`src/rtl/tts_pkg.sv`:
```
`timescale 1ns / 1ps

package tts_pkg;

	localparam int CFG_IDX_W  = 3;
	localparam int CFG_DATA_W = 16;

	localparam logic [CFG_IDX_W-1:0] REG_HALF_PERIOD       = 3'd0;
	localparam logic [CFG_IDX_W-1:0] REG_FULL_PERIOD       = 3'd1;
	localparam logic [CFG_IDX_W-1:0] REG_WAKE_LIMIT        = 3'd2;
	localparam logic [CFG_IDX_W-1:0] REG_BUTTON_LIMIT      = 3'd3;
	localparam logic [CFG_IDX_W-1:0] REG_DISPLAY_LIMIT     = 3'd4;
	localparam logic [CFG_IDX_W-1:0] REG_SUSPEND_LIMIT     = 3'd5;
	localparam logic [CFG_IDX_W-1:0] REG_OVERCURRENT_LIMIT = 3'd6;

	localparam logic [7:0]  RST_HALF_PERIOD       = 8'd50;
	localparam logic [7:0]  RST_FULL_PERIOD       = 8'd100;
	localparam logic [15:0] RST_WAKE_LIMIT        = 16'd10;
	localparam logic [7:0]  RST_BUTTON_LIMIT      = 8'd6;
	localparam logic [7:0]  RST_DISPLAY_LIMIT     = 8'd10;
	localparam logic [15:0] RST_SUSPEND_LIMIT     = 16'd60;
	localparam logic [7:0]  RST_OVERCURRENT_LIMIT = 8'd10;

	typedef struct packed {
		logic button_pressed;
		logic normal_mode;
		logic capacity_display;
		logic accumulate_enable;
		logic wake_enable;
		logic wake_done_in;
		logic long_press_in;
		logic suspend_enable;
		logic suspend_done_in;
		logic overcurrent_enable;
		logic overcurrent_done_in;
	} tts_in_t;

	typedef struct packed {
		logic blink_pulse;
		logic accumulate_pulse;
		logic wake_done;
		logic leave_low_power;
		logic long_press;
		logic display_active;
		logic display_off_pulse;
		logic suspend_done;
		logic overcurrent_done;
	} tts_out_t;

	typedef struct packed {
		logic [7:0]  half_period;
		logic [7:0]  full_period;
		logic [15:0] wake_limit;
		logic [7:0]  button_limit;
		logic [7:0]  display_limit;
		logic [15:0] suspend_limit;
		logic [7:0]  overcurrent_limit;
	} tts_cfg_t;

endpackage

```
`src/rtl/tts_core.sv`:
```
`timescale 1ns / 1ps

module tts_core import tts_pkg::*; (
	input  logic     clk,
	input  logic     arst_n,
	input  logic     step,
	input  tts_in_t  tick,
	input  tts_cfg_t regs,
	output tts_out_t res
);

	logic [7:0]  half_cnt_q, second_cnt_q, button_cnt_q, display_cnt_q, oc_cnt_q;
	logic [15:0] wake_cnt_q, susp_cnt_q;

	logic [7:0]  half_cnt_d, second_cnt_d, button_cnt_d, display_cnt_d, oc_cnt_d;
	logic [15:0] wake_cnt_d, susp_cnt_d;
	logic [7:0]  button_inc, display_inc;
	logic        half_strobe, full_strobe;

	assign half_strobe = half_cnt_q >= regs.half_period;
	assign full_strobe = second_cnt_q >= regs.full_period;

	always_comb begin
		half_cnt_d    = half_strobe ? 8'd1 : half_cnt_q + 8'd1;
		second_cnt_d  = full_strobe ? 8'd1 : second_cnt_q + 8'd1;
		wake_cnt_d    = wake_cnt_q;
		button_cnt_d  = button_cnt_q;
		display_cnt_d = display_cnt_q;
		susp_cnt_d    = susp_cnt_q;
		oc_cnt_d      = oc_cnt_q;
		button_inc    = button_cnt_q;
		display_inc   = display_cnt_q;

		res.blink_pulse       = 1'b0;
		res.accumulate_pulse  = 1'b0;
		res.wake_done         = tick.wake_done_in;
		res.leave_low_power   = 1'b0;
		res.long_press        = tick.long_press_in;
		res.display_active    = tick.capacity_display;
		res.display_off_pulse = 1'b0;
		res.suspend_done      = tick.suspend_done_in;
		res.overcurrent_done  = tick.overcurrent_done_in;

		if (half_strobe) begin
			res.blink_pulse      = 1'b1;
			res.accumulate_pulse = tick.accumulate_enable;

			if (tick.wake_enable && !tick.wake_done_in) begin
				if (wake_cnt_q < regs.wake_limit) begin
					wake_cnt_d = wake_cnt_q + 16'd1;
				end else begin
					wake_cnt_d          = '0;
					res.wake_done       = 1'b1;
					res.leave_low_power = 1'b1;
				end
			end else begin
				wake_cnt_d = '0;
			end

			if (tick.button_pressed) begin
				button_inc = tick.long_press_in ? button_cnt_q : button_cnt_q + 8'd1;
			end else begin
				button_inc = '0;
			end
			button_cnt_d = button_inc;
			if (button_inc >= regs.button_limit) begin
				res.long_press = 1'b1;
				button_cnt_d   = '0;
			end

			display_inc   = tick.capacity_display ? display_cnt_q + 8'd1 : 8'd0;
			display_cnt_d = display_inc;
			if (display_inc >= regs.display_limit) begin
				res.display_active    = 1'b0;
				res.display_off_pulse = 1'b1;
			end
		end

		if (full_strobe && tick.normal_mode) begin
			if (tick.suspend_enable && !tick.suspend_done_in) begin
				if (susp_cnt_q < regs.suspend_limit) begin
					susp_cnt_d = susp_cnt_q + 16'd1;
				end else begin
					susp_cnt_d       = '0;
					res.suspend_done = 1'b1;
				end
			end else begin
				susp_cnt_d = '0;
			end

			if (tick.overcurrent_enable) begin
				if (oc_cnt_q < regs.overcurrent_limit) begin
					oc_cnt_d = oc_cnt_q + 8'd1;
				end else begin
					res.overcurrent_done = 1'b1;
				end
			end else begin
				oc_cnt_d = '0;
			end
		end
	end

	always_ff @(posedge clk or negedge arst_n) begin
		if (!arst_n) begin
			half_cnt_q    <= '0;
			second_cnt_q  <= '0;
			wake_cnt_q    <= '0;
			button_cnt_q  <= '0;
			display_cnt_q <= '0;
			susp_cnt_q    <= '0;
			oc_cnt_q      <= '0;
		end else if (step) begin
			half_cnt_q    <= half_cnt_d;
			second_cnt_q  <= second_cnt_d;
			wake_cnt_q    <= wake_cnt_d;
			button_cnt_q  <= button_cnt_d;
			display_cnt_q <= display_cnt_d;
			susp_cnt_q    <= susp_cnt_d;
			oc_cnt_q      <= oc_cnt_d;
		end
	end

endmodule

```
`config.mk`:
```
export PLATFORM = sky130hd
export DESIGN_NAME = tts_core
export DESIGN_NICKNAME = d
export VERILOG_FILES = /design/src/rtl/tts_pkg.sv /design/src/rtl/tts_core.sv
export SDC_FILE = /design/constraint.sdc
export NUM_CORES = 1
export LEC_CHECK = 0
export BUFFER_PORTS_ARGS = -buffer_cell sky130_fd_sc_hd__buf_2
export CORE_UTILIZATION = 58
export CTS_CLUSTER_SIZE = 8
export DETAILED_ROUTE_END_ITERATION = 8
export GPL_TIMING_DRIVEN = 0
export PLACE_DENSITY = 0.81
export RECOVER_POWER = 100
export SYNTH_ARGS = -nofsm -noshare
export SYNTH_HDL_FRONTEND = slang
export SYNTH_SLANG_ARGS = --single-unit
```
`constraint.sdc`:
```
create_clock -name clk -period 3.61 [get_ports clk]
set_input_delay 0.722 -clock clk [delete_from_list [all_inputs] [get_ports clk]]
set_output_delay 0.722 -clock clk [all_outputs]
set_load 0.01 [all_outputs]
```
After elaboration in Yosys (flattened, before gate mapping). Cells that the tools add are included.

Register bits: 72. Bits of input ports: 86. Output and inout port bits: 9. Logic and storage cells: 53.

Add/subtract/negate cells: 7. $lt $le $gt $ge: 7. Equality and inequality tests: 1. Multiplexer cells: 23. Reduce and logical (&&, ||, !) cells: 8.

Operators by type and width (count): 8-bit two-way mux (9); 16-bit two-way mux (4); 8-bit by 1-bit adder with 8-bit output (second input constant) (5); 16-bit by 1-bit adder with 16-bit output (second input constant) (2); 8-bit greater-or-equal comparator (4); 16-bit less-than comparator (2); 8-bit less-than comparator (1); 2-bit two-way mux (4); 7-bit two-way mux (1); 1-bit two-way mux (5); 2-bit AND reduction (2); 1-bit logical AND (3); 3-bit AND reduction (1); 1-bit logical NOT (2); 2-bit by 1-bit inequality test with 1-bit output (second input constant) (1).

Longest topological paths before layout. Gate-level depths: netlist of run 1.

Depth in word-level cells: 7. Gate-level depth with buffers: 11. Gate-level depth less buffers: 11.

Worst setup path before layout of run 1. No wires, ideal clock.

Path kind: in2out. Start: in tick[4] (netlist bit). End: out res[4] (netlist bit). Data arrival time: 2426 ps. Required time: 2888 ps. Setup slack: 462 ps. Stages: 9. Buffers on the path: 0. Path through: and4b_1 nand3_1 xor2_1 nor2_1 ha_1 nand3_1 o21a_1 o21ai_1 a21o_1.

RTL lines: start, declared (RTL line tts_core.sv:7) `input tts_in_t tick,`; end, declared (RTL line tts_core.sv:9) `output tts_out_t res`.

==> results.sh, run 1 <==
export IMPL_hp_class="register to register"
export IMPL_die_h_um=101
export IMPL_hold_viol=0
export IMPL_cts_max_level=3
export IMPL_worstPathRequired_ns=2.89
export IMPL_cts_root_buffer_cell="sky130_fd_sc_hd__clkbuf_8"
export IMPL_max_cap_violations=1
export IMPL_final_layout_size_suffix_gt1_share_pct=15.8
export IMPL_mappedNetlistNets=826
export IMPL_synth_largest_area_cell="sky130_fd_sc_hd__dfrtp_1"
export IMPL_pwr_density_cell_nw_per_um2=387
export IMPL_holdWs_ns=0.509
export IMPL_yosys_area_top_type_share_pct=31.7
export IMPL_yosys_warning_total=0
export IMPL_die_x_um=101
export IMPL_critPathTopFamily="compound AO/OA/AOI/OAI gates"
export IMPL_post_route_util_pct=69.3
export IMPL_numCtsBuffers=9
export IMPL_design_die_area_um2=10200
export IMPL_endpoint_of_the_most_critical_setup_path="res[4]"
export IMPL_grt_pass1_wl_mm=20.6
export IMPL_synth_seq_area_share_pct=31.7
export IMPL_dp_hpwl_mm=9.51
export IMPL_drc=0
export IMPL_syn2layout_area_growth_pct=14.4
export IMPL_worst_case_clock_skew_ns=0.00786
export IMPL_critical_path_slowest_cell="sky130_fd_sc_hd__dfrtp_1"
export IMPL_post_dr_wirelength_cell_um=13.5
export IMPL_number_of_antenna_violations_at_the_first_check_in_global_routing=0
export IMPL_failed_checks="max-capacitance violations, max-slew violations"
export IMPL_worstSkewPairLatency_ns=0.35
export IMPL_groute_usage_overall_pct=25.4
export IMPL_first_pass_iters=5
export IMPL_power_ir_vdd_worst_uv=313
export IMPL_tightestPinTransition_ns=1.78
export IMPL_worst_setup_path_type="register to output port"
export IMPL_netlist_area_um2=5680
export IMPL_crit_path_max_fanout=9
export IMPL_synthCells=664
export IMPL_pins_over_their_slew_limit=73
export IMPL_cts_sinks=72
export IMPL_grt_remaining_overflow=0
export IMPL_yosysUniqueCellTypes=66
export IMPL_r2r_slack_ns=0.64
export IMPL_tritoncts="yes"
export IMPL_worstReg2RegStart="second_cnt_q[2]$_DFFE_PN0P_"
export IMPL_critical_path_cell_count=12
export IMPL_num_fill_cells=815
export IMPL_wirelength_mm=12.2
export IMPL_final_period_utilization_pct=94.9
export IMPL_reg2regPathDepth=8
export IMPL_synth_top_flop_cell="sky130_fd_sc_hd__dfrtp_1"
export IMPL_arrival_ns=2.70
export IMPL_leakage_nw=3.45
export IMPL_setup_viol=0
export IMPL_portBuffers=92
export IMPL_grt_pass1_vias=4810
export IMPL_core_area_um2=9370
export IMPL_synthTopCellsByArea="sky130_fd_sc_hd__dfrtp_1 (32%), sky130_fd_sc_hd__ha_1 (17%), sky130_fd_sc_hd__inv_1 (5.2%)"
export IMPL_grt_start_max_net_pins=73
export IMPL_clk_transition_reported_paths_ns=0.08
export IMPL_final_antenna_net_count=0
export IMPL_cp_slowest_stage_delay_ns=0.41
export IMPL_detailedRoute_firstIterationViolations=124
export IMPL_row_count=35
export IMPL_period_needed_ns=3.43
export IMPL_async_sr_flop_fraction_pct=100
export IMPL_cp_cell_sequence="ha_1 -> nor2b_2 -> nand3_1 -> xor2_1 -> nor2_1 -> ha_1 -> a21o_1 -> a21oi_1 -> o21a_1 -> o21ai_4 -> a21o_1 -> buf_2"
export IMPL_top_level_ports=95
export IMPL_synth_seq_cells=72
export IMPL_holdBufCountCts=0
export IMPL_count_of_antenna_diodes_in_the_layout=0
export IMPL_clock_fmax_mhz=292
export IMPL_crit_path_start_kind="register"
export IMPL_crit_path_start="button_cnt_q[0]$_DFFE_PN0P_"
export IMPL_number_of_flops_mapped_to_enable_cells_by_yosys=0
export IMPL_timing_slew_headroom_pct=-18.5
export IMPL_floorplan_initialDensity_pct=60.6
export IMPL_worstSetupEndpointType="output port"
export IMPL_vias_per_cell=5.60
export IMPL_globalplace_congestion=0.875
export IMPL_crit_buf_inv=1
export IMPL_design_final_nets=931
export IMPL_route_vias_total=5054
export IMPL_worst_r2r_endpoint="susp_cnt_q[5]$_DFFE_PN0P_"
export IMPL_clk_path_buf_depth=2
export IMPL_outcome="finished with violations"
export IMPL_post_synth_cell_area_avg_um2=8.55
-- cell type report --
type                    count  area [µm²]  area share (%)
flip-flops and latches     72        1800            27.7
clock inverters             5        78.8            1.21
repair buffers             94         467            7.19
well taps                 129         161            2.49
inverters                  78         293            4.51
clock buffers              11         151            2.33
multi-input cells         497        3460            53.3
plain buffers              17        78.8            1.21
-- placed cells by master, fill, tap and decap left out, drive strengths merged, types with 3 or more instances in the layout --
cell type  instances
a211oi             5
a21o               5
a21oi             20
a221o              5
a22o              26
and2              15
and3              15
and4               3
buf               86
clkbuf            36
clkinv             3
dfrtp             72
ha                76
inv               78
mux2               7
nand2             67
nand2b             7
nand3             32
nand4             12
nor2              55
nor2b             14
nor3              14
nor4               3
o2111ai            3
o21a               5
o21ai             46
o21bai             3
o31ai              3
o41ai              7
or4                3
xnor2             10
xor2              11
-- cells in the mapped netlist (13+ instances only) --
cell                      count
sky130_fd_sc_hd__nand3_1     32
sky130_fd_sc_hd__ha_1        76
sky130_fd_sc_hd__and2_1      13
sky130_fd_sc_hd__nand2_1     67
sky130_fd_sc_hd__and3_1      15
sky130_fd_sc_hd__nor3_1      14
sky130_fd_sc_hd__nor2b_1     14
sky130_fd_sc_hd__nor2_1      53
sky130_fd_sc_hd__inv_1       78
sky130_fd_sc_hd__dfrtp_1     72
sky130_fd_sc_hd__a22o_1      26
sky130_fd_sc_hd__a21oi_1     20
sky130_fd_sc_hd__o21ai_0     35
-- worst min-delay path: stages (launching register included) --
cell                      delay [ns]
sky130_fd_sc_hd__dfrtp_1        0.36
sky130_fd_sc_hd__nand2_1        0.06
sky130_fd_sc_hd__o41ai_1        0.05
-- metrics by stage --
step / area (µm²) / cells / TNS [ns] / worst slack (ns) / power (mW)
6_report: 6490 / 903 / 0 / 0.183 / 2.51
5_1_grt: 6490 / 903 / -0.00445 / -0.00445 / 2.69
4_1_cts: 6560 / 902 / 0 / 0.0767 / 2.54
3_5_place_dp: 6330 / 886 / -0.0660 / -0.0660 / 1.82
3_3_place_gp: 6300 / 885 / -0.0222 / -0.0222 / 1.75
2_1_floorplan: 5680 / 664 / 0 / 0.462 / 1.57
-- power breakdown --
part	switching (mW)	leakage [nW]	total [mW]	internal, mW
combinational	0.347	2.38	0.678	0.331
sequential	0.175	0.954	1.10	0.927
clock	0.305	0.119	0.731	0.426
-- state kept, by name, indices dropped and copies added (netlist names) --
signal / count
susp_cnt_q: 16
second_cnt_q: 8
display_cnt_q: 8
button_cnt_q: 8
wake_cnt_q: 16
half_cnt_q: 8
oc_cnt_q: 8
-- worst min path at each step --
stage	depth (start not counted)	slack, ns	startpoint	to
3_5_place_dp	2	0.49	button_cnt_q[7]$_DFFE_PN0P_	button_cnt_q[7]$_DFFE_PN0P_
4_1_cts	2	0.38	arst_n	second_cnt_q[0]$_DFFE_PN0P_
5_1_grt	2	0.54	button_cnt_q[7]$_DFFE_PN0P_	button_cnt_q[7]$_DFFE_PN0P_
3_3_place_gp	2	0.48	button_cnt_q[7]$_DFFE_PN0P_	button_cnt_q[7]$_DFFE_PN0P_
2_1_floorplan	0	0.43	arst_n	button_cnt_q[0]$_DFFE_PN0P_
6_report	2	0.51	button_cnt_q[7]$_DFFE_PN0P_	button_cnt_q[7]$_DFFE_PN0P_
-- what timing repair did --
item | CTS | global route
endpoints found under the setup margin | 1 | 1
resized for setup | 1 | 2
cloned | 0 | 0
setup buffers | 0 | 1
-- logic make-up (layout without fill, tap and decap cells) --
family | after synthesis | after routing | synth area share (%)
multiplexers | 8 | 8 | 1.57
flip-flops | 72 | 72 | 31.7
adder cells (fa/ha/maj) | 76 | 76 | 16.8
buffers and inverters | 95 | 205 | 6.86
AND/OR/NAND/NOR | 247 | 247 | 21.9
XOR/XNOR | 21 | 21 | 3.24
AO/OA/AOI/OAI | 145 | 145 | 18.0
-- layer usage --
layer,up-vias,global-route usage [%],wire (µm),part of all wire (%)
met5,-,0,0,0
met1,2384,30.5,5550,46
met2,97,46.7,6100,50
li1,2564,-,-,-
met3,9,2.84,385,3.2
met4,0,9.48,125,1.0
Note: power is estimated with default switching activity, not from simulation.
==> run 2: changes to the inputs <==
--- a/config.mk
+++ b/config.mk
@@ -5,12 +5,13 @@
 export SDC_FILE = /design/constraint.sdc
 export NUM_CORES = 1
 export LEC_CHECK = 0
+export ABC_AREA = 1
 export BUFFER_PORTS_ARGS = -buffer_cell sky130_fd_sc_hd__buf_2
 export CORE_UTILIZATION = 58
 export CTS_CLUSTER_SIZE = 8
 export DETAILED_ROUTE_END_ITERATION = 8
 export GPL_TIMING_DRIVEN = 0
-export PLACE_DENSITY = 0.81
+export PLACE_DENSITY = 0.8
 export RECOVER_POWER = 100
 export SYNTH_ARGS = -nofsm -noshare
 export SYNTH_HDL_FRONTEND = slang
==> results.sh, run 2 <==
export IMPL_outcome="completed"
export IMPL_final_antenna_net_count=0
export IMPL_design_die_area_um2=11000
export IMPL_reg_top3="susp_cnt_q: 16 flops, wake_cnt_q: 16 flops"
export IMPL_finalSetupTns_ns=0
export IMPL_cts_root_buffer_cell="sky130_fd_sc_hd__clkbuf_8"
export IMPL_crit_path_max_fanout=6
export IMPL_number_of_antenna_violations_at_the_first_check_in_global_routing=0
export IMPL_synth_seq_cells=72
export IMPL_numCtsBuffers=9
export IMPL_cts_sinks=72
export IMPL_worstSkewPairLatency_ns=0.36
export IMPL_holdBufCountCts=0
export IMPL_cell_types_with_the_highest_counts_after_synthesis="sky130_fd_sc_hd__nand2_1 (231), sky130_fd_sc_hd__inv_1 (153), sky130_fd_sc_hd__nor2_1 (78)"
export IMPL_post_layout_total_power_mw=2.59
export IMPL_setup_viol=0
export IMPL_die_x_um=105
export IMPL_placed_area_um2=6830
export IMPL_synth_top_flop_cell="sky130_fd_sc_hd__dfrtp_1"
export IMPL_grt_pass1_wl_mm=23.2
export IMPL_tritoncts="yes"
export IMPL_timing_slew_headroom_pct=5.93
export IMPL_netlist_area_um2=6170
export IMPL_worstPathRequired_ns=2.89
export IMPL_post_dr_wirelength_cell_um=11.7
export IMPL_period_needed_ns=3.43
export IMPL_post_synth_cell_area_avg_um2=6.98
export IMPL_yosysUniqueCellTypes=39
export IMPL_yosys_warning_total=0
export IMPL_synth_most_common_cell="sky130_fd_sc_hd__nand2_1"
export IMPL_final_period_utilization_pct=94.9
export IMPL_number_of_flops_mapped_to_enable_cells_by_yosys=0
export IMPL_mostFrequentLayoutCell="sky130_fd_sc_hd__nand2_1"
export IMPL_post_route_util_pct=68.3
export IMPL_dp_hpwl_mm=10.4
export IMPL_row_count=37
export IMPL_floorplan_initialDensity_pct=59.7
export IMPL_tightestPinTransition_ns=1.41
export IMPL_leakage_nw=4.02
export IMPL_clk_path_buf_depth=2
export IMPL_most_frequent_cells_in_the_layout="sky130_fd_sc_hd__nand2_1 (230), sky130_fd_sc_hd__inv_1 (154), sky130_fd_sc_hd__buf_2 (95)"
export IMPL_detailedRoute_firstIterationViolations=241
export IMPL_worstSetupEndpointType="output port"
export IMPL_count_of_antenna_diodes_in_the_layout=0
export IMPL_grt_start_max_net_pins=58
export IMPL_design_final_nets=1154
export IMPL_dp_cells=1113
export IMPL_drc=0
export IMPL_pins_over_their_slew_limit=0
export IMPL_route_vias_total=5805
export IMPL_vias_per_cell=5.12
export IMPL_cts_max_level=3
export IMPL_post_layout_nonfiller_instances=1133
export IMPL_synth_seq_area_share_pct=29.2
export IMPL_async_sr_flop_fraction_pct=100
export IMPL_hold_viol=0
export IMPL_groute_usage_overall_pct=25.7
export IMPL_top_level_ports=95
export IMPL_synth_largest_area_cell="sky130_fd_sc_hd__dfrtp_1"
export IMPL_clk_transition_reported_paths_ns=0.08
export IMPL_syn2layout_area_growth_pct=14.4
export IMPL_synthTopCellsByArea="sky130_fd_sc_hd__dfrtp_1 (29%), sky130_fd_sc_hd__ha_1 (15%), sky130_fd_sc_hd__nand2_1 (14%)"
export IMPL_pwr_density_cell_nw_per_um2=366
export IMPL_crit_path_start_kind="input pin"
export IMPL_hp_class="input pin to async pin"
export IMPL_power_ir_vdd_worst_uv=224
export IMPL_globalplace_congestion=0.903
export IMPL_arrival_ns=2.70
export IMPL_core_area_um2=10300
export IMPL_worst_case_clock_skew_ns=0.00932
export IMPL_wirelength_mm=13.3
export IMPL_grt_remaining_overflow=0
export IMPL_clock_fmax_mhz=292
export IMPL_grt_pass1_vias=5415
export IMPL_yosys_area_top_type_share_pct=29.2
export IMPL_portBuffers=92
export IMPL_rsz0062_at_grt="false"
export IMPL_die_h_um=105
export IMPL_synthCells=884
export IMPL_first_pass_iters=5
export IMPL_max_cap_violations=0
export IMPL_mappedNetlistNets=1046
export IMPL_final_layout_size_suffix_gt1_share_pct=14.5
export IMPL_design_area_um2=7060
export IMPL_worst_setup_path_type="input pin to output port"
run 2: cell types whose count changed after synthesis, moves of 14 or more:
cell                      delta
sky130_fd_sc_hd__and3_1     -14
sky130_fd_sc_hd__nor2b_1    -14
sky130_fd_sc_hd__a22o_1     -26
sky130_fd_sc_hd__nor2_1     +25
sky130_fd_sc_hd__a21oi_1    +27
sky130_fd_sc_hd__nand3_1    +17
sky130_fd_sc_hd__inv_1      +75
sky130_fd_sc_hd__nand2_1   +164
run 2: final timing paths:
check                                             from  slack (ns)                           end  cells past startpoint
setup / recovery                               tick[4]        0.18                        res[4]                     18
hold / removal                                  arst_n        0.47     susp_cnt_q[6]$_DFFE_PN0P_                      1
setup reg to reg             half_cnt_q[7]$_DFFE_PN0P_        0.98     wake_cnt_q[6]$_DFFE_PN0P_                     11
hold reg to reg            button_cnt_q[7]$_DFFE_PN0P_        0.51   button_cnt_q[7]$_DFFE_PN0P_                      2
max in group asynchronous                       arst_n        1.23  display_cnt_q[1]$_DFFE_PN0P_                      2
min in group clk           button_cnt_q[7]$_DFFE_PN0P_        0.51   button_cnt_q[7]$_DFFE_PN0P_                      2
run 2: final cells by class:
| cell class | instances | area [µm²] |
|---|---|---|
| tap | 136 | 170 |
| clock inverter | 4 | 75.1 |
| buffer | 20 | 98.8 |
| multi-input combinational | 636 | 3670 |
| clock buffer | 12 | 165 |
| timing repair buffer | 97 | 490 |
| sequential | 72 | 1800 |
| inverter | 156 | 588 |
| fill | 918 | 3270 |
run 2: report_power, final:
group	switching (mW)	total, mW	internal (mW)	leakage, nW
registers	0.131	1.07	0.939	0.969
clock network	0.319	0.765	0.446	0.115
logic	0.445	0.750	0.305	2.93
run 2: worst max-delay path: stages:
cell	delay, ns
sky130_fd_sc_hd__buf_2	0.12
sky130_fd_sc_hd__inv_4	0.08
sky130_fd_sc_hd__nand2_2	0.07
sky130_fd_sc_hd__nor2_2	0.12
sky130_fd_sc_hd__nand2_1	0.08
sky130_fd_sc_hd__nor2_2	0.16
sky130_fd_sc_hd__inv_1	0.07
sky130_fd_sc_hd__o21bai_1	0.14
sky130_fd_sc_hd__nand3_1	0.12
sky130_fd_sc_hd__inv_1	0.11
sky130_fd_sc_hd__ha_4	0.21
sky130_fd_sc_hd__nand2_2	0.06
sky130_fd_sc_hd__nor2_1	0.05
sky130_fd_sc_hd__a211oi_2	0.19
sky130_fd_sc_hd__nand3_2	0.14
sky130_fd_sc_hd__nand2_2	0.09
sky130_fd_sc_hd__nand2_2	0.04
sky130_fd_sc_hd__buf_2	0.13
run 2: kinds of logic after synthesis:
| family | Yosys count | share of synthesized area [%] |
|---|---|---|
| AO/OA/AOI/OAI | 123 | 11.2 |
| XOR/XNOR | 21 | 2.98 |
| adder cells (fa/ha/maj) | 76 | 15.4 |
| buffers and inverters | 176 | 11.6 |
| flip-flops | 72 | 29.2 |
| AND/OR/NAND/NOR | 416 | 29.5 |
run 2: repair_timing:
action,in CTS,in global routing
setup endpoints to repair,1,1
resized for setup,1,11
pin swaps,1,9
endpoints found under the hold margin,0,0
setup buffers,1,3
run 2: routing by layer:
metal / track usage [%] / vias to the layer above / wire, µm
met2: 44.9 / 107 / 6410
met5: 0 / - / 0
li1: - / 3042 / -
met3: 2.99 / 15 / 534
met4: 8.75 / 0 / 167
met1: 32.8 / 2641 / 6140
run 2: through the flow:
stage | worst slack [ns] | hold slack (ns)
finish | 0.183 | 0.471
floorplan | 0.446 | 0.426
global placement | -0.0767 | 0.490
CTS | 0.0160 | 0.216
global route | 0.00321 | 0.543
detailed placement | -0.0775 | 0.501
